File: config.mk
export PLATFORM = sky130hd
export DESIGN_NAME = smhpp_peak_stage
export DESIGN_NICKNAME = d
export VERILOG_FILES = /design/src/design/smhpp_pkg.sv /design/src/design/smhpp_peak_stage.sv
export SDC_FILE = /design/constraint.sdc
export NUM_CORES = 1
export LEC_CHECK = 0
export ABC_AREA = 1
export BUFFER_PORTS_ARGS = -buffer_cell sky130_fd_sc_hd__buf_2
export CAP_MARGIN = 20
export CORE_ASPECT_RATIO = 0.5
export CORE_MARGIN = 10
export CORE_UTILIZATION = 46
export CTS_BUF_LIST = sky130_fd_sc_hd__clkbuf_4 sky130_fd_sc_hd__clkbuf_8
export DETAILED_ROUTE_END_ITERATION = 10
export GPL_TIMING_DRIVEN = 0
export HOLD_SLACK_MARGIN = 0.12
export PLACE_DENSITY_LB_ADDON = 0.3
export SETUP_SLACK_MARGIN = 0.15
export SLEW_MARGIN = 20
export SYNTH_ARGS = -nofsm -noshare
export SYNTH_HDL_FRONTEND = slang
export SYNTH_SLANG_ARGS = --single-unit
File: constraint.sdc
create_clock -name clock -period 4.2 [get_ports clock]
set_clock_uncertainty 0.05 [all_clocks]
set_input_delay 1.05 -clock clock [delete_from_list [all_inputs] [get_ports clock]]
set_output_delay 1.05 -clock clock [all_outputs]
set_load 0.02 [all_outputs]
File: src/design/smhpp_pkg.sv
// ----------------------------------------------------------------------------
// smhpp_pkg: shared types and constants of the spectrum max-hold peak pool
// Item formats, register indexes, the hold store entry format and the
// fixed widths of the item fields.
// ----------------------------------------------------------------------------
`default_nettype none

package smhpp_pkg;

   // Fixed field widths.
   localparam int VALUE_W = 16;
   localparam int CFG_W   = 13;
   localparam int DISP_W  = 12;

   // Clear generation tag kept beside every hold store entry.
   localparam int EPOCH_W = 8;
   localparam logic [EPOCH_W-1:0] EPOCH_MAX   = {EPOCH_W{1'b1}};
   localparam logic [EPOCH_W-1:0] EPOCH_FIRST = {{(EPOCH_W-1){1'b0}}, 1'b1};

   // Register indexes of the configuration port.
   localparam int CSR_IDX_W = 2;
   localparam logic [CSR_IDX_W-1:0] CSR_FRAME_BINS     = 2'd0;
   localparam logic [CSR_IDX_W-1:0] CSR_DISPLAY_BINS   = 2'd1;
   localparam logic [CSR_IDX_W-1:0] CSR_MAXHOLD_ENABLE = 2'd2;

   localparam logic [CFG_W-1:0] FRAME_BINS_RESET   = 13'd4096;
   localparam logic [CFG_W-1:0] DISPLAY_BINS_RESET = 13'd1024;

   // Item operation codes.
   localparam logic OP_BIN   = 1'b0;
   localparam logic OP_CLEAR = 1'b1;

   localparam logic signed [VALUE_W-1:0] VALUE_MIN = {1'b1, {(VALUE_W-1){1'b0}}};

   typedef struct packed {
      logic                      op;
      logic signed [VALUE_W-1:0] bin_value;
      logic                      bin_finite;
   } req_item_type;

   typedef struct packed {
      logic [DISP_W-1:0]         display_index;
      logic signed [VALUE_W-1:0] live_peak;
      logic signed [VALUE_W-1:0] hold_peak;
      logic                      last;
   } rsp_item_type;

   typedef struct packed {
      logic [EPOCH_W-1:0]        tag;
      logic signed [VALUE_W-1:0] value;
   } hold_entry_type;

   // One bin on its way from the framing stage to the peak stage.
   typedef struct packed {
      logic                      en;
      logic                      finite;
      logic signed [VALUE_W-1:0] value;
      logic [EPOCH_W-1:0]        epoch;
      logic                      group_done;
      logic                      frame_done;
      logic [DISP_W-1:0]         shown;
      logic signed [VALUE_W-1:0] live;
   } stage_item_type;

endpackage

`default_nettype wire

File: src/design/smhpp_peak_stage.sv
// ----------------------------------------------------------------------------
// smhpp_peak_stage: hold update and result stage
// Merges the hold store entry with the bin, writes it back, keeps the group
// hold peak and holds the result item until it is taken.
// ----------------------------------------------------------------------------
`default_nettype none

module smhpp_peak_stage #(
   parameter int MAX_BINS = 4096,
   localparam int AW = $clog2(MAX_BINS)
) (
   input  wire logic                     clock,
   input  wire logic                     reset,
   input  wire logic                     restart,
   input  wire logic                     accept,
   input  wire logic [AW-1:0]            rd_addr,
   input  wire logic                     s1_valid,
   input  smhpp_pkg::stage_item_type     s1_item,
   input  wire logic [AW-1:0]            s1_addr,
   input  smhpp_pkg::hold_entry_type     rd_entry,
   input  wire logic                     rsp_stall,
   output logic                          adv,
   output logic                          wr_en,
   output logic [AW-1:0]                 wr_addr,
   output smhpp_pkg::hold_entry_type     wr_entry,
   output logic                          rsp_valid,
   output smhpp_pkg::rsp_item_type       rsp_item
);
   import smhpp_pkg::*;

   logic                       fwd_hit_ff, fwd_hit_in;
   hold_entry_type             fwd_entry_ff, fwd_entry_in;
   logic signed [VALUE_W-1:0]  hrp_ff, hrp_in;
   logic                       rsp_valid_ff, rsp_valid_in;
   rsp_item_type               rsp_item_ff, rsp_item_in;

   hold_entry_type             entry;
   logic                       cur_valid;
   logic                       upd;
   logic                       commit;
   logic signed [VALUE_W-1:0]  hv;
   logic signed [VALUE_W-1:0]  hrp_new;

   always_comb begin
      // A write-back to the address read in the same cycle is forwarded.
      entry     = fwd_hit_ff ? fwd_entry_ff : rd_entry;
      cur_valid = entry.tag == s1_item.epoch;
      upd       = s1_item.en && s1_item.finite &&
                  (!cur_valid || ($signed(s1_item.value) > $signed(entry.value)));
      hv        = upd ? s1_item.value : (cur_valid ? entry.value : VALUE_MIN);
      hrp_new   = (s1_item.en && ($signed(hv) > $signed(hrp_ff))) ? hv : hrp_ff;

      adv       = !rsp_valid_ff || !rsp_stall;
      commit    = s1_valid && adv;

      wr_en          = commit && upd;
      wr_addr        = s1_addr;
      wr_entry.tag   = s1_item.epoch;
      wr_entry.value = s1_item.value;

      fwd_hit_in   = fwd_hit_ff;
      fwd_entry_in = fwd_entry_ff;
      if (accept) begin
         fwd_hit_in   = wr_en && (wr_addr == rd_addr);
         fwd_entry_in = wr_entry;
      end

      hrp_in = hrp_ff;
      if (restart) begin
         hrp_in = VALUE_MIN;
      end else if (commit) begin
         hrp_in = s1_item.group_done ? VALUE_MIN : hrp_new;
      end

      rsp_valid_in = rsp_valid_ff && rsp_stall;
      rsp_item_in  = rsp_item_ff;
      if (commit && s1_item.group_done) begin
         rsp_valid_in              = 1'b1;
         rsp_item_in.display_index = s1_item.shown;
         rsp_item_in.live_peak     = s1_item.live;
         rsp_item_in.hold_peak     = s1_item.en ? hrp_new : VALUE_MIN;
         rsp_item_in.last          = s1_item.frame_done;
      end
   end

   always_ff @(posedge clock) begin
      if (reset) begin
         fwd_hit_ff   <= 1'b0;
         hrp_ff       <= VALUE_MIN;
         rsp_valid_ff <= 1'b0;
      end else begin
         fwd_hit_ff   <= fwd_hit_in;
         hrp_ff       <= hrp_in;
         rsp_valid_ff <= rsp_valid_in;
      end
      fwd_entry_ff <= fwd_entry_in;
      rsp_item_ff  <= rsp_item_in;
   end

   assign rsp_valid = rsp_valid_ff;
   assign rsp_item  = rsp_item_ff;

endmodule

`default_nettype wire

==> results.json <==
{
  "drtAntennaViolNets": 0,
  "fin_cells": 934,
  "power.density_nw_per_um2": 284,
  "leakagePower_nw": 3.47,
  "cts_buffers": 9,
  "synthTopCellsByArea": "edfxtp_1, nand2_1, ha_1",
  "crit_buf_inv": 6,
  "slew_viol_final": 0,
  "synth.most_common_cell": "nand2_1",
  "cpMaxStageDelayCell": "dfxtp_4",
  "routed.top_layer": "met4",
  "wl_met3_um": 1950,
  "via_per_inst": 5.35,
  "power_w": 0.00224,
  "synthFlopType": "edfxtp_1",
  "wl_met2_um": 8730,
  "rsz0062_at_grt": "true",
  "wire_per_inst_um": 19.2,
  "seqPwrFrac_pct": 44.5,
  "yosysTopAreaCellShare_pct": 41.1,
  "row_count": 26,
  "numPortBuffers": 193,
  "hold_violations": 0,
  "synthArstFlopShare_pct": 0,
  "path_max_fanout": 6,
  "finalNetCount": 931,
  "h-tree-depth": 3,
  "hpwlAfterDp_um": 11400,
  "num_antenna_cells": 0,
  "synth_area_per_cell_um2": 9.22,
  "yosys_warnings": 0,
  "grt_pass1_vias": 4897,
  "cpMostUsedCell": "nand2_1",
  "ir_drop_v": 0.000175,
  "fmax_mhz": 212,
  "required_ns": 4.27,
  "p_clk_share_pct": 25.0,
  "drtIter0Drc": 419,
  "syn2layout_area_growth_pct": 56.0,
  "die_area_um2": 15800,
  "syn_area_um2": 5040,
  "cp-start-kind": "flip-flop",
  "coreArea_um2": 10400,
  "worst_slack_ns": -0.515,
  "arrival_ns": 4.79,
  "worst-path-stages": 34,
  "initial_core_util_pct": 48.3,
  "cts-root-buf": "clkbuf_8",
  "clock_sinks": 87,
  "vias": 4996,
  "min_from": "hrp_ff[5]",
  "drv_cap": 0,
  "synth-seq-cells": 87,
  "failed_checks": "setup timing",
  "synth_edf_count": 69,
  "ys_seq_area_share_pct": 48.2,
  "io-pin-count": 194,
  "worstRegToRegCells": 34,
  "r2r_end": "rsp_item[16]",
  "utilization_pct": 75.3,
  "tightest_slew_ns": 0.867,
  "endpoint_kind": "flip-flop",
  "r2r-start": "fwd_hit_ff",
  "finalWirelength_um": 18000,
  "dpl.cell_count": 881,
  "die_x_um": 168,
  "clockBufferDepth": 2,
  "cts_tree": "built",
  "hp-class": "flip-flop to flip-flop",
  "drive_gt1_share_pct": 58.3,
  "max_slew_margin_pct": 42.0,
  "power_frac_comb_pct": 30.4,
  "dieHeight_um": 94.0,
  "syn-num-nets": 689,
  "synth_common_cells": "nand2_1, edfxtp_1, inv_1, nand3_1, nor2_1",
  "drc_errors": 0,
  "ys_types": 34,
  "globalplace.congestion": 0.835,
  "fillCellCount": 648,
  "grt_pass1_wl_um": 24000,
  "crit_type": "flip-flop to flip-flop",
  "r2r_setup_slack_ns": -0.52,
  "final.period_utilization_pct": 112,
  "whs_endpoint": "hrp_ff[5]",
  "detail_route.first_pass.iterations": 5,
  "holdPathStages": 2,
  "clkSlewWorstSetupHoldPaths_ns": 0.10,
  "finalSetupViolCount": 33,
  "grt_overflow": 0,
  "grt_use_total_pct": 18.9,
  "internal_power_w": 0.00149,
  "antenna_found_initial": 0,
  "swShare_pct": 33.2,
  "crit_family": "simple AND/OR/NAND/NOR gates",
  "outcome": "finished, violations left",
  "fin_crit_ns": 4.72,
  "p_sw_w": 0.000742,
  "drt-met1-wl_um": 6670,
  "clk_latency_ns": 0.37,
  "synth_cells": 547,
  "grt_max_degree": 31,
  "crit_path_max_incr_delay_ns": 0.39,
  "synth_top_area_cell": "edfxtp_1"
}
==> flip-flops by register name, summed over array words and instances, names as in the netlist <==
register,count
hrp_ff,16
rsp_item,45
rsp_valid,1
fwd_entry_ff,24
fwd_hit_ff,1
==> per-layer routing <==
layer / global-route usage (%) / vias up
met5: 0 / -
met4: 5.91 / 0
met3: 7.18 / 71
met2: 32.3 / 326
met1: 21.6 / 2315
li1: - / 2284
==> cells in the final DEF, fill, tap and decap left out, drive strengths merged, types with 6 or more instances in the layout <==
| master | Yosys | routed |
|---|---|---|
| clkbuf | 5 | 16 |
| xnor2 | 6 | 6 |
| nand2 | 133 | 133 |
| dfxtp | 18 | 18 |
| mux2i | 15 | 15 |
| inv | 51 | 55 |
| o21ai | 15 | 15 |
| nor2 | 44 | 44 |
| xor2 | 12 | 12 |
| buf | 47 | 276 |
| edfxtp | 69 | 69 |
| a21oi | 30 | 30 |
| ha | 32 | 32 |
| nand3 | 53 | 53 |
==> power by group through the flow <==
stage	combinational (W)	sequential, W	clock (W)
2_1_floorplan	0.000261	0.00104	0
3_3_place_gp	0.000442	0.00101	0
3_5_place_dp	0.000459	0.00101	0
4_1_cts	0.000551	0.000993	0.000575
5_1_grt	0.000721	0.00100	0.000611
6_report	0.000681	0.000996	0.000560
==> cell families after synthesis <==
group,count (synthesis),synth area share [%]
AND/OR/NAND/NOR,242,21.2
buffers and inverters,104,11.4
flip-flops,87,48.2
AO/OA/AOI/OAI,49,5.14
adder cells (fa/ha/maj),32,7.94
XOR/XNOR,18,3.13
multiplexers,15,2.98
==> how the worst max path moves through the flow <==
stage | slack [ns] | startpoint | endpoint
global route | -0.72 | fwd_hit_ff | rsp_item[16]
floorplan | 0.06 | rd_entry[15] | rsp_item[16]
global placement | -0.72 | rsp_stall | rsp_item[31]
finish | -0.52 | fwd_hit_ff | rsp_item[16]
CTS | -0.09 | fwd_hit_ff | rsp_item[4]
detailed placement | -0.61 | rd_entry[13] | rsp_item[12]
==> final cells by class <==
| class | count | area [µm²] | area share [%] |
|---|---|---|---|
| buffer | 52 | 437 | 5.55 |
| clock buffer | 9 | 124 | 1.58 |
| clock inverter | 7 | 63.8 | 0.811 |
| inverter | 52 | 203 | 2.58 |
| multi-input combinational | 356 | 3000 | 38.1 |
| sequential | 87 | 2440 | 31.0 |
| tap | 140 | 175 | 2.23 |
| timing repair buffer | 231 | 1430 | 18.2 |
==> repair_timing <==
item	CTS	global route
setup buffers	23	9
pin swaps	52	51
hold buffers	0	0
gates resized for setup	97	133
setup endpoints to repair	33	33
cloned	3	2
==> worst min-delay path: cells and delay by family (launching register included) <==
kind | cells | cell delay (ns)
flip-flops | 1 | 0.32
AND/OR/NAND/NOR | 1 | 0.06
AO/OA/AOI/OAI | 1 | 0.05
==> per-stage QoR <==
stage	setup TNS [ns]	worst slack [ns]	hold slack (ns)	cell area (µm²)
3_5_place_dp	-16.26	-0.612	0.406	6260
2_1_floorplan	0	0.0567	0.395	5090
3_3_place_gp	-45.87	-0.721	0.402	6230
4_1_cts	-1.09	-0.0905	0.416	7130
5_1_grt	-20.34	-0.715	0.433	7860
6_report	-13.65	-0.515	0.422	7860
Note: power is estimated with default switching activity, not from simulation.
