$ cat src/design/smhpp_pkg.sv
// ----------------------------------------------------------------------------
// smhpp_pkg: shared types and constants of the spectrum max-hold peak pool
// Item formats, register indexes, the hold store entry format and the
// fixed widths of the item fields.
// ----------------------------------------------------------------------------
`default_nettype none

package smhpp_pkg;

   // Fixed field widths.
   localparam int VALUE_W = 16;
   localparam int CFG_W   = 13;
   localparam int DISP_W  = 12;

   // Clear generation tag kept beside every hold store entry.
   localparam int EPOCH_W = 8;
   localparam logic [EPOCH_W-1:0] EPOCH_MAX   = {EPOCH_W{1'b1}};
   localparam logic [EPOCH_W-1:0] EPOCH_FIRST = {{(EPOCH_W-1){1'b0}}, 1'b1};

   // Register indexes of the configuration port.
   localparam int CSR_IDX_W = 2;
   localparam logic [CSR_IDX_W-1:0] CSR_FRAME_BINS     = 2'd0;
   localparam logic [CSR_IDX_W-1:0] CSR_DISPLAY_BINS   = 2'd1;
   localparam logic [CSR_IDX_W-1:0] CSR_MAXHOLD_ENABLE = 2'd2;

   localparam logic [CFG_W-1:0] FRAME_BINS_RESET   = 13'd4096;
   localparam logic [CFG_W-1:0] DISPLAY_BINS_RESET = 13'd1024;

   // Item operation codes.
   localparam logic OP_BIN   = 1'b0;
   localparam logic OP_CLEAR = 1'b1;

   localparam logic signed [VALUE_W-1:0] VALUE_MIN = {1'b1, {(VALUE_W-1){1'b0}}};

   typedef struct packed {
      logic                      op;
      logic signed [VALUE_W-1:0] bin_value;
      logic                      bin_finite;
   } req_item_type;

   typedef struct packed {
      logic [DISP_W-1:0]         display_index;
      logic signed [VALUE_W-1:0] live_peak;
      logic signed [VALUE_W-1:0] hold_peak;
      logic                      last;
   } rsp_item_type;

   typedef struct packed {
      logic [EPOCH_W-1:0]        tag;
      logic signed [VALUE_W-1:0] value;
   } hold_entry_type;

   // One bin on its way from the framing stage to the peak stage.
   typedef struct packed {
      logic                      en;
      logic                      finite;
      logic signed [VALUE_W-1:0] value;
      logic [EPOCH_W-1:0]        epoch;
      logic                      group_done;
      logic                      frame_done;
      logic [DISP_W-1:0]         shown;
      logic signed [VALUE_W-1:0] live;
   } stage_item_type;

endpackage

`default_nettype wire

$ cat src/design/smhpp_framer.sv
// ----------------------------------------------------------------------------
// smhpp_framer: bin framing stage
// Tracks the bin position, display group boundaries and the live peak, and
// launches each bin towards the peak stage with its hold store read.
// ----------------------------------------------------------------------------
`default_nettype none

module smhpp_framer #(
   parameter int MAX_BINS = 4096,
   localparam int AW = $clog2(MAX_BINS),
   localparam int SW = $clog2(MAX_BINS + 1)
) (
   input  wire logic                                  clock,
   input  wire logic                                  reset,
   input  wire logic                                  restart,
   input  wire logic                                  accept,
   input  wire logic                                  adv,
   input  wire logic signed [smhpp_pkg::VALUE_W-1:0]  value,
   input  wire logic                                  finite,
   input  wire logic                                  en,
   input  wire logic [SW-1:0]                         f_eff,
   input  wire logic [SW-1:0]                         d_eff,
   input  wire logic [smhpp_pkg::EPOCH_W-1:0]         item_epoch,
   output logic [AW-1:0]                              rd_addr,
   output logic                                       size_clear,
   output logic                                       s1_valid,
   output smhpp_pkg::stage_item_type                  s1_item,
   output logic [AW-1:0]                              s1_addr
);
   import smhpp_pkg::*;

   localparam int DW = SW + 2;

   logic [AW-1:0]              cnt_ff, cnt_in;
   logic [AW-1:0]              group_ff, group_in;
   logic signed [DW-1:0]       delta_ff, delta_in;
   logic                       fresh_ff, fresh_in;
   logic signed [VALUE_W-1:0]  live_ff, live_in;
   logic [SW-1:0]              held_ff, held_in;
   logic                       s1_valid_ff, s1_valid_in;
   stage_item_type             s1_item_ff, s1_item_in;
   logic [AW-1:0]              s1_addr_ff, s1_addr_in;

   logic                       pool;
   logic                       frame_done;
   logic                       group_done;
   logic signed [DW-1:0]       delta_base;
   logic signed [DW-1:0]       delta_check;
   logic signed [VALUE_W-1:0]  live_new;
   logic [DISP_W-1:0]          shown;

   // The group test keeps (idx+1)*d - (g+1)*f as a running difference; the
   // group closes once adding d makes it positive.
   always_comb begin
      pool        = f_eff > d_eff;
      frame_done  = (SW'(cnt_ff) + SW'(1)) == f_eff;
      delta_base  = fresh_ff ? (DW'(d_eff) - DW'(f_eff)) : delta_ff;
      delta_check = delta_base + DW'(d_eff);
      group_done  = !pool || frame_done ||
                    (!delta_check[DW-1] && (delta_check != '0));
      live_new    = ($signed(value) > $signed(live_ff)) ? value : live_ff;
      shown       = pool ? DISP_W'(group_ff) : DISP_W'(cnt_ff);
      size_clear  = accept && en && (held_ff != f_eff);
   end

   always_comb begin
      cnt_in      = cnt_ff;
      group_in    = group_ff;
      delta_in    = delta_ff;
      fresh_in    = fresh_ff;
      live_in     = live_ff;
      held_in     = held_ff;
      s1_item_in  = s1_item_ff;
      s1_addr_in  = s1_addr_ff;
      s1_valid_in = adv ? 1'b0 : s1_valid_ff;

      if (restart) begin
         cnt_in   = '0;
         group_in = '0;
         fresh_in = 1'b1;
         live_in  = VALUE_MIN;
      end else if (accept) begin
         s1_valid_in           = 1'b1;
         s1_addr_in            = cnt_ff;
         s1_item_in.en         = en;
         s1_item_in.finite     = finite;
         s1_item_in.value      = value;
         s1_item_in.epoch      = item_epoch;
         s1_item_in.group_done = group_done;
         s1_item_in.frame_done = frame_done;
         s1_item_in.shown      = shown;
         s1_item_in.live       = live_new;
         if (en) begin
            held_in = f_eff;
         end
         if (frame_done) begin
            cnt_in   = '0;
            group_in = '0;
            fresh_in = 1'b1;
            live_in  = VALUE_MIN;
         end else begin
            cnt_in   = cnt_ff + AW'(1);
            fresh_in = 1'b0;
            if (group_done) begin
               live_in  = VALUE_MIN;
               group_in = group_ff + AW'(1);
               if (pool) begin
                  delta_in = delta_check - DW'(f_eff);
               end
            end else begin
               live_in = live_new;
               if (pool) begin
                  delta_in = delta_check;
               end
            end
         end
      end
   end

   always_ff @(posedge clock) begin
      if (reset) begin
         cnt_ff      <= '0;
         group_ff    <= '0;
         fresh_ff    <= 1'b1;
         live_ff     <= VALUE_MIN;
         held_ff     <= '0;
         s1_valid_ff <= 1'b0;
      end else begin
         cnt_ff      <= cnt_in;
         group_ff    <= group_in;
         fresh_ff    <= fresh_in;
         live_ff     <= live_in;
         held_ff     <= held_in;
         s1_valid_ff <= s1_valid_in;
      end
      delta_ff   <= delta_in;
      s1_item_ff <= s1_item_in;
      s1_addr_ff <= s1_addr_in;
   end

   assign rd_addr  = cnt_ff;
   assign s1_valid = s1_valid_ff;
   assign s1_item  = s1_item_ff;
   assign s1_addr  = s1_addr_ff;

   // The bin position always lies inside the current frame.
   a_cnt_in_frame: assert property (@(posedge clock) disable iff (reset)
      SW'(cnt_ff) < f_eff)
      else $error("bin position outside the frame");

endmodule

`default_nettype wire

$ cat config.mk
export PLATFORM = sky130hd
export DESIGN_NAME = smhpp_framer
export DESIGN_NICKNAME = d
export VERILOG_FILES = /design/src/design/smhpp_pkg.sv /design/src/design/smhpp_framer.sv
export SDC_FILE = /design/constraint.sdc
export NUM_CORES = 1
export LEC_CHECK = 0
export ABC_AREA = 1
export BUFFER_PORTS_ARGS = -buffer_cell sky130_fd_sc_hd__buf_2
export CORE_ASPECT_RATIO = 1.25
export CORE_MARGIN = 5
export CORE_UTILIZATION = 50
export CTS_CLUSTER_SIZE = 12
export DETAILED_ROUTE_END_ITERATION = 8
export PLACE_DENSITY = 0.76
export SYNTH_ARGS = -nofsm -noshare
export SYNTH_HDL_FRONTEND = slang
export SYNTH_SLANG_ARGS = --single-unit
export TNS_END_PERCENT = 5
$ cat constraint.sdc
create_clock -name clock -period 8.7 [get_ports clock]
set_clock_uncertainty 0.15 [all_clocks]
set_input_delay 0.87 -clock clock [delete_from_list [all_inputs] [get_ports clock]]
set_output_delay 0.87 -clock clock [all_outputs]
set_load 0.01 [all_outputs]
==> results of run 1 <==
state kept, by name, indices dropped and copies added, names as in the netlist:
signal    flops
live_ff      16
delta_ff     15
s1_item      56
held_ff      13
rd_addr      12
group_ff     12
s1_addr      12
fresh_ff      1
s1_valid      1
cell usage in the layout, fill, tap and decap left out, types with 4 or more instances in the layout:
cell type and instances:
a211oi_1 14, a21oi_1 82, buf_2 138, buf_4 4
clkbuf_16 17, clkinvlp_4 6, dfxtp_1 55, edfxtp_1 83
ha_1 60, inv_1 153, nand2_1 332, nand3_1 73
nand3b_1 24, nand4_1 13, nor2_1 81, nor2_4 4
nor3_1 11, o211ai_1 4, o21ai_0 44, o21ai_1 6
or2_2 6, xnor2_1 20, xor2_1 24
final cells by class:
class	count	share of cell area (%)
Clock buffer	18	4.183
Clock inverter	14	0.9756
Inverter	158	5.805
Multi-Input combinational cell	829	44.26
Sequential cell	138	35.02
Tap cell	224	2.732
Timing Repair Buffer	142	7.024
per-layer routing:
| layer | track usage [%] | routed length [um] | vias to the layer above |
|---|---|---|---|
| li1 | - | - | 4073 |
| met1 | 26.75 | 9625 | 3668 |
| met2 | 39.03 | 11390 | 268 |
| met3 | 3.495 | 1308 | 36 |
| met4 | 7.593 | 498 | 0 |
| met5 | 0 | 0 | - |
tightest hold or removal path: stages, from the launching register on:
cell and delay [ps]:
dfxtp_1 300, nand2_1 60, a21oi_1 50
Yosys cell counts (6+ instances only):
master / number
nand2_1: 332
xnor2_1: 20
dfxtp_1: 55
nand4_1: 13
a211oi_1: 14
nor3_1: 12
o21ai_0: 44
clkbuf_1: 19
nand3b_1: 24
a21oi_1: 82
nor2_1: 82
nand3_1: 73
inv_1: 153
xor2_1: 24
edfxtp_1: 83
or2_2: 6
o21ai_1: 6
ha_1: 60
how the worst max path moves through the flow:
stage                         from            to  slack (ps)  cells past startpoint
final                     f_eff[0]  delta_ff[13]        3340                     30
after global routing      f_eff[0]  delta_ff[13]        2950                     30
after CTS                 f_eff[0]  delta_ff[13]        3380                     30
after detailed placement  f_eff[0]  delta_ff[13]        2960                     30
after global placement    f_eff[0]  delta_ff[12]        3120                     30
after floorplan             accept   delta_ff[0]        2400                      5
through the flow:
stage / cells / hold WS, ps / power (mW) / cell area, um^2
after floorplan: 1153 / 295.3 / 1.311 / 8857
after global placement: 1491 / 301.9 / 1.462 / 9731
after detailed placement: 1491 / 305.5 / 1.477 / 9731
after CTS: 1523 / 317.6 / 2.124 / 10260
after global routing: 1523 / 332.5 / 2.256 / 10260
final: 1523 / 310.2 / 2.120 / 10260
cells by family (layout without fill, tap and decap cells):
| group | count (synthesis) | count (layout) | share of synthesized area [%] |
|---|---|---|---|
| XOR/XNOR | 44 | 44 | 4.351 |
| AND/OR/NAND/NOR | 556 | 556 | 27.17 |
| flip-flops | 138 | 138 | 40.57 |
| adder cells (fa/ha/maj) | 63 | 63 | 9.154 |
| buffers and inverters | 186 | 332 | 8.306 |
| AO/OA/AOI/OAI | 166 | 166 | 10.45 |
power by group through the flow:
stage	Sequential (mW)	Clock, mW	Combinational, mW
finish	0.766	0.648	0.705
global route	0.769	0.689	0.798
CTS	0.766	0.655	0.702
detailed placement	0.779	0	0.698
global placement	0.778	0	0.684
floorplan	0.788	0	0.522
==> summary.txt, run 1 <==
Floorplan
  – Io pins: 139
  – DIE HEIGHT: 158.8 um
  – FP Rows: 54
  – Die Area: approximately 20000 um^2
  – Initial Util: 50.81%
  – Horiz. Die Dim: roughly 130 um
  – CORE AREA: 17430 um^2

Timing
  – Slew @ Worst Pin: 1047 ps
  – Final setup vio count: 0
  – Final period util: 61.60%
  – Setup TNS: 0 ps
  – RSZ-0062 raised after global routing: false
  – Min Tclk post-route: around 5400 ps
  – PnR worst setup slack: 3341 ps
  – Rel. slew slack: 30.21%
  – Fmax: 186.6 MHz
  – Slew Limit Fails: 0
  – Final Hold Viols: 0

Critical path
  – CP max stage delay: 410 ps
  – Critical path data arrival time: roughly 5400 ps
  – Buf/Inv on CP: 6
  – Crit Path Category: input port to register
  – Worst R2R Setup Slack: about 4100 ps
  – Worst R2R Start: fresh_ff
  – Data required time of the critical path: between 8000 and 9000 ps
  – Max Fanout on Critical Path: 6
  – R2R Path End: delta_ff[12]
  – Worst reg-to-reg path cell count: 23
  – Slowest CP cell: fa_1
  – CP Launch Type: input port
  – Most frequent CP cell: nand2_1
  – CP Capture Type: register
  – Crit-path leading delay family: adder cells

Drt
  – ANT nets after route: 0
  – Wire per inst: between 10 and 15 um
  – Routed Wire Length: 22.82 mm
  – Residual DRC: 0
  – 1st-iter DRT viols: between 600 and 700
  – DRT Pass-1 Iters: 6
  – Total vias in the final route: 8045
  – DR vias/cell: ~5.3

Pwr
  – Power density cells: 206.6 nW/um^2
  – Logic pwr share: about 33%
  – Clk pwr share: a little under a third
  – Switching Fraction: 35.43%
  – Flop pwr share: 36.1%
  – Worst vdd ir: 0.1275 mV
  – Leak: 4.622 nW
  – Internal power: 1.369 mW
  – P_sw: 751.0 uW

Placed design
  – RD Place Congestion: ~0.94
  – Post-DP HPWL: between 15 and 20 mm
  – IO buf count: 138
  – Worst slack at placement: 2965 ps

CTS
  – Post-cts sizing count: 0
  – CTS tree: yes
  – H-tree lvl count: 4
  – Clock-pin slew on the worst setup and hold paths: 60 ps
  – CTS buffer count: 17
  – TritonCTS Sinks: roughly 140
  – # hold bufs at CTS: 0
  – Setup bufs post-CTS: 0
  – Clock latency at the later pin of the worst-skew pair: 410 ps
  – CTS Root Cell: clkbuf_16
  – Max clock buf depth: 2

Synth
  – EDFF count, synth: 83
  – Yosys warnings: 0
  – Yosys top cell by area: edfxtp_1
  – Sequential-to-total area share from yosys stat: 40.57%
  – Fraction of registers with async set/reset: 0%
  – Share of the synthesized area in the top cell type: between 20% and 30%
  – Flops & latches, synth: 138
  – Syn_nets: 1273
  – Cells after Synth: about 1200
  – Avg Cell Area, Syn: 7.682 um^2
  – Synth Cell Area: 8857 um^2
  – Distinct cell type count of the synthesized netlist: 44
  – Synth Flop Type: edfxtp_1
  – Synth top area cells: edfxtp_1 28%, nand2_1 14%, dfxtp_1 12%

Cells and area
  – Area Overhead vs Synth: 15.84%
  – Post-layout util: 58.86%
  – FF+latch area: approximately 3600 um^2
  – N_diodes: 0
  – Nets: between 1000 and 1500
  – Multi-input combinational cell area: 4541 um^2
  – Layout cell share with drive strength beyond 1: ~15%
  – # fillers: 1580

Job
  – MaxCap Viol Count: 0

GRT
  – GRT overflow: 0
  – Initial antenna violation count: 0
  – First-pass GRT wire length: 36.59 mm
  – Total Routing Usage GR: 22.01%
  – Largest net degree at the start of global routing: 47
  – Vias in the first global route: 7675

Hold path
  – Class of the worst hold path: register to register
  – HP Start: s1_valid
  – Hold path depth: 2
  – Worst Hold Path EP: s1_valid

Status
  – Outcome: finished clean
Power figures use the tool's default switching activity.
==> run 2: changes to the inputs <==
- PLACE_DENSITY: 0.76 -> 0.79
- clock period: 8.7 -> 4.63 ns (I/O delays scaled with it)
==> summary.txt, run 2 (same netlist as run 1, synthesis figures left out) <==
Cells and area
  – Most frequent cells in the layout: 328 x nand2_1, 153 x inv_1, 138 x buf_2
  – Nets: around 1500
  – Commonest non-fill, non-tap cell in the layout: nand2_1
  – Area Overhead vs Synth: 24.28%
  – Layout cell share with drive strength beyond 1: around 22%
  – Max reg flops: 56
  – Non-Filler Instances: 1600
  – N_diodes: 0

GRT
  – GRT met1 Usage: approximately 27%
  – Total Routing Usage GR: 23.12%
  – Vias in the first global route: between 8000 and 9000
  – GRT overflow: 0
  – Largest net degree at the start of global routing: 45
  – Grt met3 use: approximately 3.5%
  – Initial antenna violation count: 0
  – First-pass GRT wire length: 38.50 mm
  – GRT busiest layer: met2
  – Met2 Use GR: 41.98%

Pwr
  – Logic pwr share: 36.7%
  – Internal power: 2.918 mW
  – Clk pwr share: 30.8%
  – Power density cells: 402.5 nW/um^2
  – Flop pwr share: 32.5%
  – Switching Fraction: 34.16%
  – Leak: 5.056 nW
  – P_sw: 1.513 mW
  – Worst vdd ir: 0.2628 mV

Drt
  – 1st-iter DRT viols: 820
  – Wire per inst: 15.18 um
  – Total vias in the final route: roughly 8500
  – ANT nets after route: 0
  – DR vias/cell: 5.326
  – Residual DRC: 0
  – Routed Wire Length: about 24 mm
  – DRT Pass-1 Iters: 8

Job
  – MaxCap Viol Count: 0

Timing
  – Rel. slew slack: 54.58%
  – Fmax: 233.0 MHz
  – Slew Limit Fails: 0
  – Hold slack: between 60 and 70 ps
  – Final period util: 92.70%
  – Min Tclk post-route: ~4300 ps
  – Final setup vio count: 0
  – Slew @ Worst Pin: 680.6 ps
  – Final Hold Viols: 0

Hold path
  – HP Start: item_epoch[3]
  – Worst Hold Path EP: s1_item[33]
  – Class of the worst hold path: input port to register
  – Hold path depth: 1

Critical path
  – Buf/Inv on CP: 4
  – R2R Path End: delta_ff[11]
  – Max Fanout on Critical Path: 5
  – Critical path data arrival time: between 4000 and 5000 ps
  – Crit-path leading delay family: adder cells
  – Worst reg-to-reg path cell count: 22
  – Slowest CP cell: ha_2
  – Crit Path Category: input port to register
  – CP max stage delay: around 380 ps
  – Worst R2R Start: fresh_ff
  – Worst R2R Setup Slack: 750 ps
  – Data required time of the critical path: 4660 ps
  – CP Capture Type: register
  – Most frequent CP cell: nand2_1
  – CP Launch Type: input port
  – Crit path from: f_eff[0]

CTS
  – CTS Root Cell: clkbuf_16
  – Max clock buf depth: 2
  – TritonCTS Sinks: 138
  – Setup bufs post-CTS: 0
  – CTS tree: yes
  – CTS buffer count: 17
  – H-tree lvl count: 4
  – Clock latency at the later pin of the worst-skew pair: 420 ps
  – Clock-pin slew on the worst setup and hold paths: 60 ps

Placed design
  – Cells after DPL: roughly 1600
  – RD Place Congestion: 0.9402
  – IO buf count: roughly 140
  – Post-DP HPWL: 18.30 mm

Floorplan
  – CORE AREA: 17430 um^2
  – Initial Util: 50.81%
  – DIE HEIGHT: ~160 um
  – Horiz. Die Dim: roughly 130 um
  – Io pins: 139
  – FP Rows: 54
  – Die Area: 20490 um^2

Status
  – Outcome: finished clean
[run 2: cell types whose count changed in the layout (fill, tap and decap cells not counted), sizes merged]
| cell | delta |
|---|---|
| buf | +77 |
| clkinvlp | -4 |
| inv | +3 |
| bufinv | +2 |
| clkinv | -1 |
[run 2: worst reg2reg max path, stage by stage (launching register included)]
cell and delay [ps]:
dfxtp_1 320, inv_1 250, buf_4 280, nand2_1 60
o21ai_0 90, ha_1 300, nand2_1 150, nor2_1 60
nand2_1 110, nand3_1 140, xor2_1 240, inv_1 80
ha_1 340, nand2_1 80, inv_1 60, a21oi_1 130
and2_1 170, nor2_1 60, nor2_1 190, o21bai_1 120
xor2_1 150, nand2_1 70, o21ai_0 70
[run 2: final cells by class]
type | instances | area [um^2]
timing repair buffer | 219 | 1336
fill | 1478 | 6424
tap | 224 | 280.3
multi-input combinational | 829 | 4609
clock buffer | 18 | 429.2
sequential | 138 | 3593
inverter | 158 | 595.6
clock inverter | 14 | 163.9
[run 2: per-stage QoR]
stage          TNS, ps  util [%]  worst slack, ps  power (mW)  cell area [um^2]
3_3_place_gp     -1328     59.35           -169.6       2.978             10350
3_5_place_dp     -2547     59.35           -304.3       3.025             10350
6_report             0     63.15            338.0       4.431             11010
2_1_floorplan   -14.74         -           -14.74       2.461              8865
5_1_grt         -48.78     63.15           -34.61       4.684             11010
4_1_cts              0     62.75            150.3       4.379             10940
[run 2: power groups by stage]
stage / combinational (mW) / clock (mW) / sequential (mW)
after floorplan: 0.982 / 0 / 1.48
after global routing: 1.81 / 1.43 / 1.44
final: 1.63 / 1.37 / 1.44
after CTS: 1.57 / 1.37 / 1.44
after global placement: 1.52 / 0 / 1.46
after detailed placement: 1.56 / 0 / 1.46
[run 2: worst max-delay path by stage]
stage	end	slack, ps	cells after the start
CTS	delta_ff[14]	150	32
global route	delta_ff[12]	-30	30
global placement	delta_ff[12]	-170	31
detailed placement	delta_ff[13]	-300	30
floorplan	delta_ff[13]	-10	30
finish	delta_ff[14]	340	31
[run 2: what timing repair did]
item	CTS	global route
hold buffers	0	0
gates resized for setup	0	24
endpoints found under the setup margin	0	40
[run 2: routing by layer]
layer,vias to the layer above,wire (um)
met2,355,12480
met3,60,1566
met5,-,0
li1,4207,-
met1,3899,9507
met4,0,734
