### src/design/smhpp_pkg.sv
// ----------------------------------------------------------------------------
// smhpp_pkg: shared types and constants of the spectrum max-hold peak pool
// Item formats, register indexes, the hold store entry format and the
// fixed widths of the item fields.
// ----------------------------------------------------------------------------
`default_nettype none

package smhpp_pkg;

   // Fixed field widths.
   localparam int VALUE_W = 16;
   localparam int CFG_W   = 13;
   localparam int DISP_W  = 12;

   // Clear generation tag kept beside every hold store entry.
   localparam int EPOCH_W = 8;
   localparam logic [EPOCH_W-1:0] EPOCH_MAX   = {EPOCH_W{1'b1}};
   localparam logic [EPOCH_W-1:0] EPOCH_FIRST = {{(EPOCH_W-1){1'b0}}, 1'b1};

   // Register indexes of the configuration port.
   localparam int CSR_IDX_W = 2;
   localparam logic [CSR_IDX_W-1:0] CSR_FRAME_BINS     = 2'd0;
   localparam logic [CSR_IDX_W-1:0] CSR_DISPLAY_BINS   = 2'd1;
   localparam logic [CSR_IDX_W-1:0] CSR_MAXHOLD_ENABLE = 2'd2;

   localparam logic [CFG_W-1:0] FRAME_BINS_RESET   = 13'd4096;
   localparam logic [CFG_W-1:0] DISPLAY_BINS_RESET = 13'd1024;

   // Item operation codes.
   localparam logic OP_BIN   = 1'b0;
   localparam logic OP_CLEAR = 1'b1;

   localparam logic signed [VALUE_W-1:0] VALUE_MIN = {1'b1, {(VALUE_W-1){1'b0}}};

   typedef struct packed {
      logic                      op;
      logic signed [VALUE_W-1:0] bin_value;
      logic                      bin_finite;
   } req_item_type;

   typedef struct packed {
      logic [DISP_W-1:0]         display_index;
      logic signed [VALUE_W-1:0] live_peak;
      logic signed [VALUE_W-1:0] hold_peak;
      logic                      last;
   } rsp_item_type;

   typedef struct packed {
      logic [EPOCH_W-1:0]        tag;
      logic signed [VALUE_W-1:0] value;
   } hold_entry_type;

   // One bin on its way from the framing stage to the peak stage.
   typedef struct packed {
      logic                      en;
      logic                      finite;
      logic signed [VALUE_W-1:0] value;
      logic [EPOCH_W-1:0]        epoch;
      logic                      group_done;
      logic                      frame_done;
      logic [DISP_W-1:0]         shown;
      logic signed [VALUE_W-1:0] live;
   } stage_item_type;

endpackage

`default_nettype wire

### src/design/smhpp_scrubber.sv
// ----------------------------------------------------------------------------
// smhpp_scrubber: clear generation keeper and store sweeper
// Hands out the clear generation for new bins and, when the generation count
// runs out or after reset, sweeps the hold store to rebase its tags.
// ----------------------------------------------------------------------------
`default_nettype none

module smhpp_scrubber #(
   parameter int MAX_BINS = 4096,
   localparam int AW = $clog2(MAX_BINS)
) (
   input  wire logic                          clock,
   input  wire logic                          reset,
   input  wire logic                          clear_req,
   input  wire logic                          start_ok,
   input  smhpp_pkg::hold_entry_type          rd_entry,
   output logic [smhpp_pkg::EPOCH_W-1:0]      epoch_cur,
   output logic                               busy,
   output logic                               rd_en,
   output logic [AW-1:0]                      rd_addr,
   output logic                               wr_en,
   output logic [AW-1:0]                      wr_addr,
   output smhpp_pkg::hold_entry_type          wr_entry
);
   import smhpp_pkg::*;

   localparam logic [1:0] ST_IDLE  = 2'd0;
   localparam logic [1:0] ST_SCAN  = 2'd1;
   localparam logic [1:0] ST_FLUSH = 2'd2;

   localparam logic [AW-1:0] LAST_ADDR = AW'(MAX_BINS - 1);

   logic [1:0]         state_ff, state_in;
   logic [AW-1:0]      addr_ff, addr_in;
   logic               wr_pend_ff, wr_pend_in;
   logic [AW-1:0]      wr_addr_ff, wr_addr_in;
   logic [EPOCH_W-1:0] epoch_ff, epoch_in;
   logic               init_ff, init_in;

   always_comb begin
      state_in   = state_ff;
      addr_in    = addr_ff;
      wr_pend_in = 1'b0;
      wr_addr_in = wr_addr_ff;
      epoch_in   = epoch_ff;
      init_in    = init_ff;
      rd_en      = 1'b0;

      case (state_ff)
         ST_IDLE: begin
            if (clear_req) begin
               epoch_in = epoch_ff + EPOCH_W'(1);
            end
            if ((epoch_ff == EPOCH_MAX) && start_ok) begin
               state_in = ST_SCAN;
               addr_in  = '0;
            end
         end
         ST_SCAN: begin
            rd_en      = 1'b1;
            wr_pend_in = 1'b1;
            wr_addr_in = addr_ff;
            addr_in    = addr_ff + AW'(1);
            if (addr_ff == LAST_ADDR) begin
               state_in = ST_FLUSH;
            end
         end
         ST_FLUSH: begin
            state_in = ST_IDLE;
            epoch_in = EPOCH_FIRST;
            init_in  = 1'b0;
         end
         default: begin
            state_in = ST_IDLE;
         end
      endcase
   end

   always_ff @(posedge clock) begin
      if (reset) begin
         state_ff   <= ST_SCAN;
         addr_ff    <= '0;
         wr_pend_ff <= 1'b0;
         epoch_ff   <= EPOCH_MAX;
         init_ff    <= 1'b1;
      end else begin
         state_ff   <= state_in;
         addr_ff    <= addr_in;
         wr_pend_ff <= wr_pend_in;
         epoch_ff   <= epoch_in;
         init_ff    <= init_in;
      end
      wr_addr_ff <= wr_addr_in;
   end

   // Entries of the newest generation move to the first one; all others,
   // and everything on the pass after reset, become invalid.
   always_comb begin
      wr_entry.value = rd_entry.value;
      wr_entry.tag   = (!init_ff && (rd_entry.tag == EPOCH_MAX)) ? EPOCH_FIRST : '0;
   end

   assign epoch_cur = clear_req ? (epoch_ff + EPOCH_W'(1)) : epoch_ff;
   assign busy      = (state_ff != ST_IDLE) || (epoch_ff == EPOCH_MAX);
   assign rd_addr   = addr_ff;
   assign wr_en     = wr_pend_ff;
   assign wr_addr   = wr_addr_ff;

   // Generation zero marks invalid entries and is never handed out.
   a_epoch_nonzero: assert property (@(posedge clock) disable iff (reset)
      epoch_ff != '0)
      else $error("clear generation reached zero");

endmodule

`default_nettype wire

### config.mk
export PLATFORM = sky130hd
export DESIGN_NAME = smhpp_scrubber
export DESIGN_NICKNAME = d
export VERILOG_FILES = /design/src/design/smhpp_pkg.sv /design/src/design/smhpp_scrubber.sv
export SDC_FILE = /design/constraint.sdc
export NUM_CORES = 1
export LEC_CHECK = 0
export BUFFER_PORTS_ARGS = -buffer_cell sky130_fd_sc_hd__buf_2
export CELL_PAD_IN_SITES_DETAIL_PLACEMENT = 0
export CELL_PAD_IN_SITES_GLOBAL_PLACEMENT = 1
export CORE_ASPECT_RATIO = 1.2
export CORE_MARGIN = 2
export CORE_UTILIZATION = 33
export DETAILED_ROUTE_END_ITERATION = 7
export PLACE_DENSITY_LB_ADDON = 0.1
export SYNTH_ARGS = -nofsm -noshare
export SYNTH_HDL_FRONTEND = slang
export SYNTH_SLANG_ARGS = --single-unit
### constraint.sdc
create_clock -name clock -period 1.6 [get_ports clock]
set_input_delay 0.16 -clock clock [delete_from_list [all_inputs] [get_ports clock]]
set_output_delay 0.16 -clock clock [all_outputs]
set_load 0.02 [all_outputs]
==> insert_results.sql, run 1 <==
INSERT INTO impl_metrics (metric_group, metric, value, unit) VALUES
('power_and_ir_drop', 'power.density_cell_area', '847', 'nW/µm²'),
('clocking', 'clk_latency', '0.28', 'ns'),
('clocking', 'cts.sinks', '36', ''),
('synth', 'yosysTopAreaCell', 'sky130_fd_sc_hd__dfxtp_1', ''),
('die', 'die_area', '5980', 'µm²'),
('place', 'place_congestion', '0.825', ''),
('sta', 'fin_crit_sh', '100', '%'),
('cells_and_area', 'final_cell_area', '2260', 'µm²'),
('die', 'design.portCount', '87', ''),
('synth', 'synth.avg_cell_area', '10.1', 'µm²'),
('power_and_ir_drop', 'p_leak', '0.00100', 'µW'),
('synth', 'synth_seq_cells', '36', ''),
('worst_setup_path', 'crit_arrival', '1.45', 'ns'),
('synth', 'synth_top_cells_by_area', 'sky130_fd_sc_hd__dfxtp_1 27%, sky130_fd_sc_hd__edfxtp_1 20%, sky130_fd_sc_hd__buf_4 9.7%', ''),
('global_routing', 'grt_util_all_layers', '14.0', '%'),
('synth', 'yosys.area.top_type_share', '27.1', '%'),
('die', 'starting_utilization_of_the_core_area', '34.0', '%'),
('drt', 'post_drt_wl_per_cell', '14.2', 'µm'),
('clocking', 'cts-buffers-inserted', '5', ''),
('worst_setup_path', 'r2r_slack', '0.10', 'ns'),
('sta', 'setup-violations-final', '2', ''),
('die', 'core', '5230', 'µm²'),
('synth', 'yosysWarningCount', '0', ''),
('synth', 'seq_area_frac_synth', '47.4', '%'),
('drt', 'drt_iter0_drc', '89', ''),
('drt', 'number_of_remaining_drc_errors', '0', ''),
('worst_setup_path', 'crit_path_top_delay_cell', 'sky130_fd_sc_hd__dfxtp_2', ''),
('drt', 'num_vias', '1470', ''),
('worst_setup_path', 'worst_path_largest_cell_delay', '0.35', 'ns'),
('run_status', 'failed_checks', 'setup timing', ''),
('sta', 'hold_viol_final', '0', ''),
('run_status', 'result_of_the_run', 'finished with violations', ''),
('cells_and_area', 'antenna_cells', '0', ''),
('sta', 'finalMaxSlewViolations', '0', ''),
('synth', 'synth_enable_flop_cells', '12', ''),
('place', 'place.detailed.hpwl', '3.04', 'mm'),
('worst_setup_path', 'critical_path_endpoint_category', 'primary output', ''),
('synth', 'postSynthCellCount', '176', ''),
('die', 'die_width', '70.9', 'µm'),
('cells_and_area', 'fraction_of_layout_cells_with_a_size_suffix_above_1', '43.2', '%'),
('clocking', 'clkTransAtPathRegs', '0.07', 'ns'),
('clocking', 'cts-hold-fix-buffers', '0', ''),
('hold_path', 'worstHoldPathType', 'in2reg', ''),
('global_routing', 'grt_start_max_net_pins', '25', ''),
('worst_setup_path', 'worst_r2r_path_depth', '5', ''),
('drt', 'post_drt_via_cell_ratio', '5.05', ''),
('synth', 'synth_cell_types', '47', ''),
('clocking', 'cts_root_buf', 'sky130_fd_sc_hd__clkbuf_8', ''),
('worst_setup_path', 'path_depth', '5', ''),
('place', 'dpl-instance-area', '2040', 'µm²'),
('clocking', 'clockBufferDepth', '2', ''),
('synth', 'most_used_standard_cells_in_the_synthesized_netlist', '24 x sky130_fd_sc_hd__dfxtp_1, 23 x sky130_fd_sc_hd__buf_4, 12 x sky130_fd_sc_hd__edfxtp_1, 12 x sky130_fd_sc_hd__nand2_1, 12 x sky130_fd_sc_hd__nor2_1', ''),
('global_routing', 'grt_remaining_overflow', '0', ''),
('global_routing', 'number_of_antenna_violations_at_the_first_check_in_global_routing', '0', ''),
('sta', 'fin_worst_skew', '0.00291', 'ns'),
('sta', 'setup_slack', '-0.00577', 'ns'),
('worst_setup_path', 'worst_setup_path_start_kind', 'flip-flop', ''),
('clocking', 'cts_max_level', '2', ''),
('worst_setup_path', 'setup_crit_start', 'epoch_ff[1]$_SDFFE_PP1P_', ''),
('place', 'port_buffers', '47', ''),
('sta', 'rsz0062_at_grt', 'true', ''),
('run', 'drv_cap', '0', ''),
('worst_setup_path', 'required', '1.44', 'ns'),
('cells_and_area', 'area_growth', '27.5', '%'),
('synth', 'yosysMostFrequentCell', 'sky130_fd_sc_hd__dfxtp_1', ''),
('sta', 'final.hold.worst_slack', '0.270', 'ns'),
('sta', 'period_needed', '1.61', 'ns'),
('global_routing', 'grt_pass1_vias', '1505', ''),
('drt', 'drtAntennaViolNets', '0', ''),
('cells_and_area', 'final_net_count', '258', ''),
('cells_and_area', 'fill_cells', '526', '');
## cells by family after synthesis
logic type / after synthesis / share of synthesized area (%)
adder cells (fa/ha/maj): 2 / 1.41
AO/OA/AOI/OAI: 35 / 16.0
flip-flops: 36 / 47.4
other: 1 / 0.211
buffers and inverters: 36 / 12.7
AND/OR/NAND/NOR: 55 / 16.6
XOR/XNOR: 9 / 4.44
multiplexers: 2 / 1.20
## stage by stage
stage	util [%]	cells	total power [µW]	setup WS (ns)	setup TNS, ns
global placement	39.1	279	1130	0.0455	0
detailed placement	39.1	279	1140	0.0228	0
finish	43.3	291	1920	-0.00577	-0.00827
global route	43.3	291	2000	-0.112	-0.256
CTS	42.7	292	1930	-0.0109	-0.0157
floorplan	-	182	1150	0.0156	0
## per-layer routing
layer / global-route usage [%] / up-vias / share of wire, %
li1: - / 719 / -
met1: 16.6 / 676 / 43
met2: 21.7 / 54 / 47
met3: 4.44 / 21 / 5.8
met4: 8.75 / 0 / 3.8
met5: 0 / - / 0
## placed cells by master, fill, tap and decap left out, types with 4 or more instances in the layout
master	count
sky130_fd_sc_hd__a221o_1	6
sky130_fd_sc_hd__buf_2	42
sky130_fd_sc_hd__buf_4	23
sky130_fd_sc_hd__buf_6	4
sky130_fd_sc_hd__clkbuf_8	5
sky130_fd_sc_hd__conb_1	7
sky130_fd_sc_hd__dfxtp_1	19
sky130_fd_sc_hd__edfxtp_1	12
sky130_fd_sc_hd__inv_1	5
sky130_fd_sc_hd__nand2_1	12
sky130_fd_sc_hd__nand3_1	6
sky130_fd_sc_hd__nand4_1	6
sky130_fd_sc_hd__nor2_1	11
sky130_fd_sc_hd__o21ai_0	5
sky130_fd_sc_hd__xor2_1	5
## worst min-delay path, delay by kind of cell
kind	cells	cell delay, ns
buf+inv	1	0.15
simple gates	2	0.14
compound gates	1	0.08
## final cells by class
| cell class | instances | area, µm² | share of cell area, % |
|---|---|---|---|
| inverter | 6 | 22.5 | 0.996 |
| tap | 62 | 77.6 | 3.43 |
| timing repair buffer | 69 | 428 | 18.9 |
| multi-input combinational | 110 | 774 | 34.2 |
| sequential | 36 | 852 | 37.7 |
| clock inverter | 2 | 35.0 | 1.55 |
| clock buffer | 6 | 72.6 | 3.21 |
## timing repair
item,CTS,global route
resized for setup,16,9
hold endpoints to repair,0,0
setup endpoints to repair,6,10
pin swaps,2,4
buffers inserted,5,0
## where the power goes
part	switching (µW)	internal (µW)	total [µW]
logic	102	66.5	168
clock network	322	462	784
registers	10.6	953	964
total	434	1480	1920
## state kept, by name, indices dropped and copies added (netlist names)
register and flops:
epoch_ff 8, init_ff 1, rd_addr 12, state_ff 2, wr_addr 12, wr_en 1
## worst min path at each step
stage	start	end	slack, ns	depth (start not counted)
after floorplan	reset	state_ff[0]$_SDFFE_PP1P_	0.26	2
after global placement	rd_entry[15]	wr_entry[15]	0.32	0
after detailed placement	rd_entry[15]	wr_entry[15]	0.32	0
after CTS	clear_req	epoch_ff[0]$_SDFFE_PP1P_	0.26	4
after global routing	clear_req	epoch_ff[0]$_SDFFE_PP1P_	0.31	4
final	clear_req	epoch_ff[0]$_SDFFE_PP1P_	0.27	4
No activity file was read; power rests on OpenSTA's default activity.
==> run 2, diff against run 1 <==
--- a/config.mk
+++ b/config.mk
@@ -8,11 +8,11 @@
 export BUFFER_PORTS_ARGS = -buffer_cell sky130_fd_sc_hd__buf_2
 export CELL_PAD_IN_SITES_DETAIL_PLACEMENT = 0
 export CELL_PAD_IN_SITES_GLOBAL_PLACEMENT = 1
-export CORE_ASPECT_RATIO = 1.2
 export CORE_MARGIN = 2
 export CORE_UTILIZATION = 33
 export DETAILED_ROUTE_END_ITERATION = 7
 export PLACE_DENSITY_LB_ADDON = 0.1
+export SETUP_SLACK_MARGIN = 0.3
 export SYNTH_ARGS = -nofsm -noshare
 export SYNTH_HDL_FRONTEND = slang
 export SYNTH_SLANG_ARGS = --single-unit
==> insert_results.sql, run 2 (synthesis results as in run 1) <==
INSERT INTO impl_metrics (metric_group, metric, value, unit) VALUES
('run_status', 'result_of_the_run', 'completed', ''),
('worst_setup_path', 'critical_path.n_buffers_inverters', '1', ''),
('power_and_ir_drop', 'power.density_cell_area', '680', 'nW/µm²'),
('die', 'row_count', '26', ''),
('global_routing', 'grt_util_all_layers', '16.1', '%'),
('sta', 'finalMaxSlewViolations', '0', ''),
('hold_path', 'worstHoldPathType', 'in2reg', ''),
('drt', 'routed_wirelength', '4.82', 'mm'),
('die', 'core', '5140', 'µm²'),
('worst_setup_path', 'worstPathCellList', 'ha_4, nand3_2, nor2_4, xor2_2, buf_6', ''),
('clocking', 'cts-buffers-inserted', '5', ''),
('cells_and_area', 'fill_cells', '503', ''),
('power_and_ir_drop', 'peakVddDrop', '0.403', 'mV'),
('clocking', 'clockBufferDepth', '2', ''),
('sta', 'setup-tns-final', '0', 'ns'),
('sta', 'period_needed', '1.49', 'ns'),
('clocking', 'cts_max_level', '2', ''),
('cells_and_area', 'layout.cells.most_common', 'sky130_fd_sc_hd__buf_2', ''),
('sta', 'setup-violations-final', '0', ''),
('sta', 'worst-slew-pin-transition', '0.562', 'ns'),
('worst_setup_path', 'worst_setup_path_start_kind', 'flip-flop', ''),
('sta', 'rsz0062_at_grt', 'true', ''),
('sta', 'final.hold.worst_slack', '0.281', 'ns'),
('clocking', 'cts.sinks', '36', ''),
('cells_and_area', 'fraction_of_layout_cells_with_a_size_suffix_above_1', '62.2', '%'),
('drt', 'num_vias', '1580', ''),
('cells_and_area', 'final_cell_area', '2700', 'µm²'),
('sta', 'fin_worst_skew', '0.00410', 'ns'),
('power_and_ir_drop', 'p_leak', '0.00118', 'µW'),
('die', 'die_outline_height', '77.3', 'µm'),
('worst_setup_path', 'worst_path_largest_cell_delay', '0.37', 'ns'),
('sta', 'max_clock_freq', '0.671', 'GHz'),
('cells_and_area', 'final_net_count', '275', ''),
('cells_and_area', 'area_growth', '52.4', '%'),
('global_routing', 'grt_start_max_net_pins', '25', ''),
('worst_setup_path', 'critical_path_endpoint_category', 'primary output', ''),
('die', 'starting_utilization_of_the_core_area', '34.5', '%'),
('worst_setup_path', 'critPathTopFamily', 'flip-flops', ''),
('drt', 'drt_iter0_drc', '63', ''),
('worst_setup_path', 'crit_path_top_delay_cell', 'sky130_fd_sc_hd__dfxtp_4', ''),
('place', 'dpl-instance-area', '2070', 'µm²'),
('drt', 'drt_first_pass_iters', '5', ''),
('run', 'drv_cap', '0', ''),
('die', 'die_area', '5980', 'µm²'),
('worst_setup_path', 'crit_arrival', '1.33', 'ns'),
('worst_setup_path', 'critPathKind', 'reg2out', ''),
('die', 'design.portCount', '87', ''),
('clocking', 'cts_root_buf', 'sky130_fd_sc_hd__clkbuf_8', ''),
('worst_setup_path', 'timing.critical_path.fanout_max', '4', ''),
('global_routing', 'grt_remaining_overflow', '0', ''),
('global_routing', 'grt_pass1_wl', '7.60', 'mm'),
('drt', 'post_drt_wl_per_cell', '15.2', 'µm'),
('place', 'place_congestion', '0.791', ''),
('sta', 'setup_slack', '0.110', 'ns'),
('global_routing', 'grt_pass1_vias', '1497', ''),
('drt', 'post_drt_via_cell_ratio', '5.00', ''),
('clocking', 'clk_latency', '0.29', 'ns'),
('sta', 'timing.slew.headroom', '62.5', '%'),
('place', 'port_buffers', '47', ''),
('worst_setup_path', 'required', '1.44', 'ns'),
('sta', 'hold_viol_final', '0', ''),
('place', 'pre_cts_ws', '0.152', 'ns'),
('drt', 'drtAntennaViolNets', '0', ''),
('clocking', 'clkTransAtPathRegs', '0.07', 'ns'),
('die', 'die_width', '77.3', 'µm'),
('cells_and_area', 'antenna_cells', '0', ''),
('cells_and_area', 'final_cell_mix', '36 x sky130_fd_sc_hd__buf_2, 30 x sky130_fd_sc_hd__buf_4, 19 x sky130_fd_sc_hd__buf_6', ''),
('clocking', 'cts-hold-fix-buffers', '0', ''),
('clocking', 'cts_tree', 'yes', ''),
('global_routing', 'number_of_antenna_violations_at_the_first_check_in_global_routing', '0', ''),
('place', 'place.detailed.hpwl', '3.05', 'mm'),
('drt', 'number_of_remaining_drc_errors', '0', ''),
('sta', 'fin_crit_sh', '93.2', '%');
run 2: cell types whose count changed in the layout (fill, tap and decap cells not counted), moves of 4 or more:
cell / change
sky130_fd_sc_hd__buf_2: -6
sky130_fd_sc_hd__dfxtp_1: -13
sky130_fd_sc_hd__dfxtp_2: +4
sky130_fd_sc_hd__buf_6: +15
sky130_fd_sc_hd__dfxtp_4: +9
sky130_fd_sc_hd__buf_4: +7
run 2: where the power goes:
group / switching (µW) / total [µW] / internal, µW
Clock: 332 / 677 / 345
Sequential: 10.5 / 949 / 939
Combinational: 119 / 213 / 93.3
Total: 462 / 1840 / 1380
run 2: final timing paths:
check | from | endpoint | slack, ns | depth (start not counted)
setup / recovery | epoch_ff[1]$_SDFFE_PP1P_ | epoch_cur[6] | 0.11 | 5
hold / removal | clear_req | epoch_ff[0]$_SDFFE_PP1P_ | 0.28 | 4
setup reg to reg | epoch_ff[1]$_SDFFE_PP1P_ | rd_addr[5]$_SDFFE_PP0P_ | 0.12 | 6
hold reg to reg | rd_addr[2]$_SDFFE_PP0P_ | wr_addr[2]$_DFFE_PP_ | 0.47 | 0
run 2: tightest hold or removal path: cells and delay by family:
kind / cells / cell delay, ns
buf+inv: 1 / 0.16
simple gates: 2 / 0.15
compound gates: 1 / 0.07
run 2: through the flow:
step,std cells,utilization [%],total power (µW)
floorplan,182,-,1160
detailed placement,275,40.3,1140
CTS,306,48.4,1840
global route,316,52.6,1920
finish,316,52.6,1840
global placement,275,40.3,1140
run 2: timing repair:
| item | CTS | global route |
|---|---|---|
| setup endpoints to repair | 30 | 34 |
| setup buffers | 23 | 10 |
| pin swaps | 21 | 16 |
| hold endpoints to repair | 0 | 0 |
| gates resized for setup | 46 | 33 |
run 2: area by class of cell:
cell class,count,area [µm²],area share [%]
clock inverter,1,3.75,0.139
timing repair buffer,86,634,23.5
sequential,36,891,32.9
tap,70,87.6,3.24
inverter,6,27.5,1.02
multi-input combinational,110,973,36.0
clock buffer,7,86.3,3.19
run 2: per-layer routing:
metal,wire (µm),vias to the layer above,track usage [%],share of wire (%)
met5,0,-,0,0
met4,112,0,5.89,2.3
met3,315,20,5.76,6.5
met2,2390,57,26.3,50
met1,2000,750,19.5,42
li1,-,753,-,-
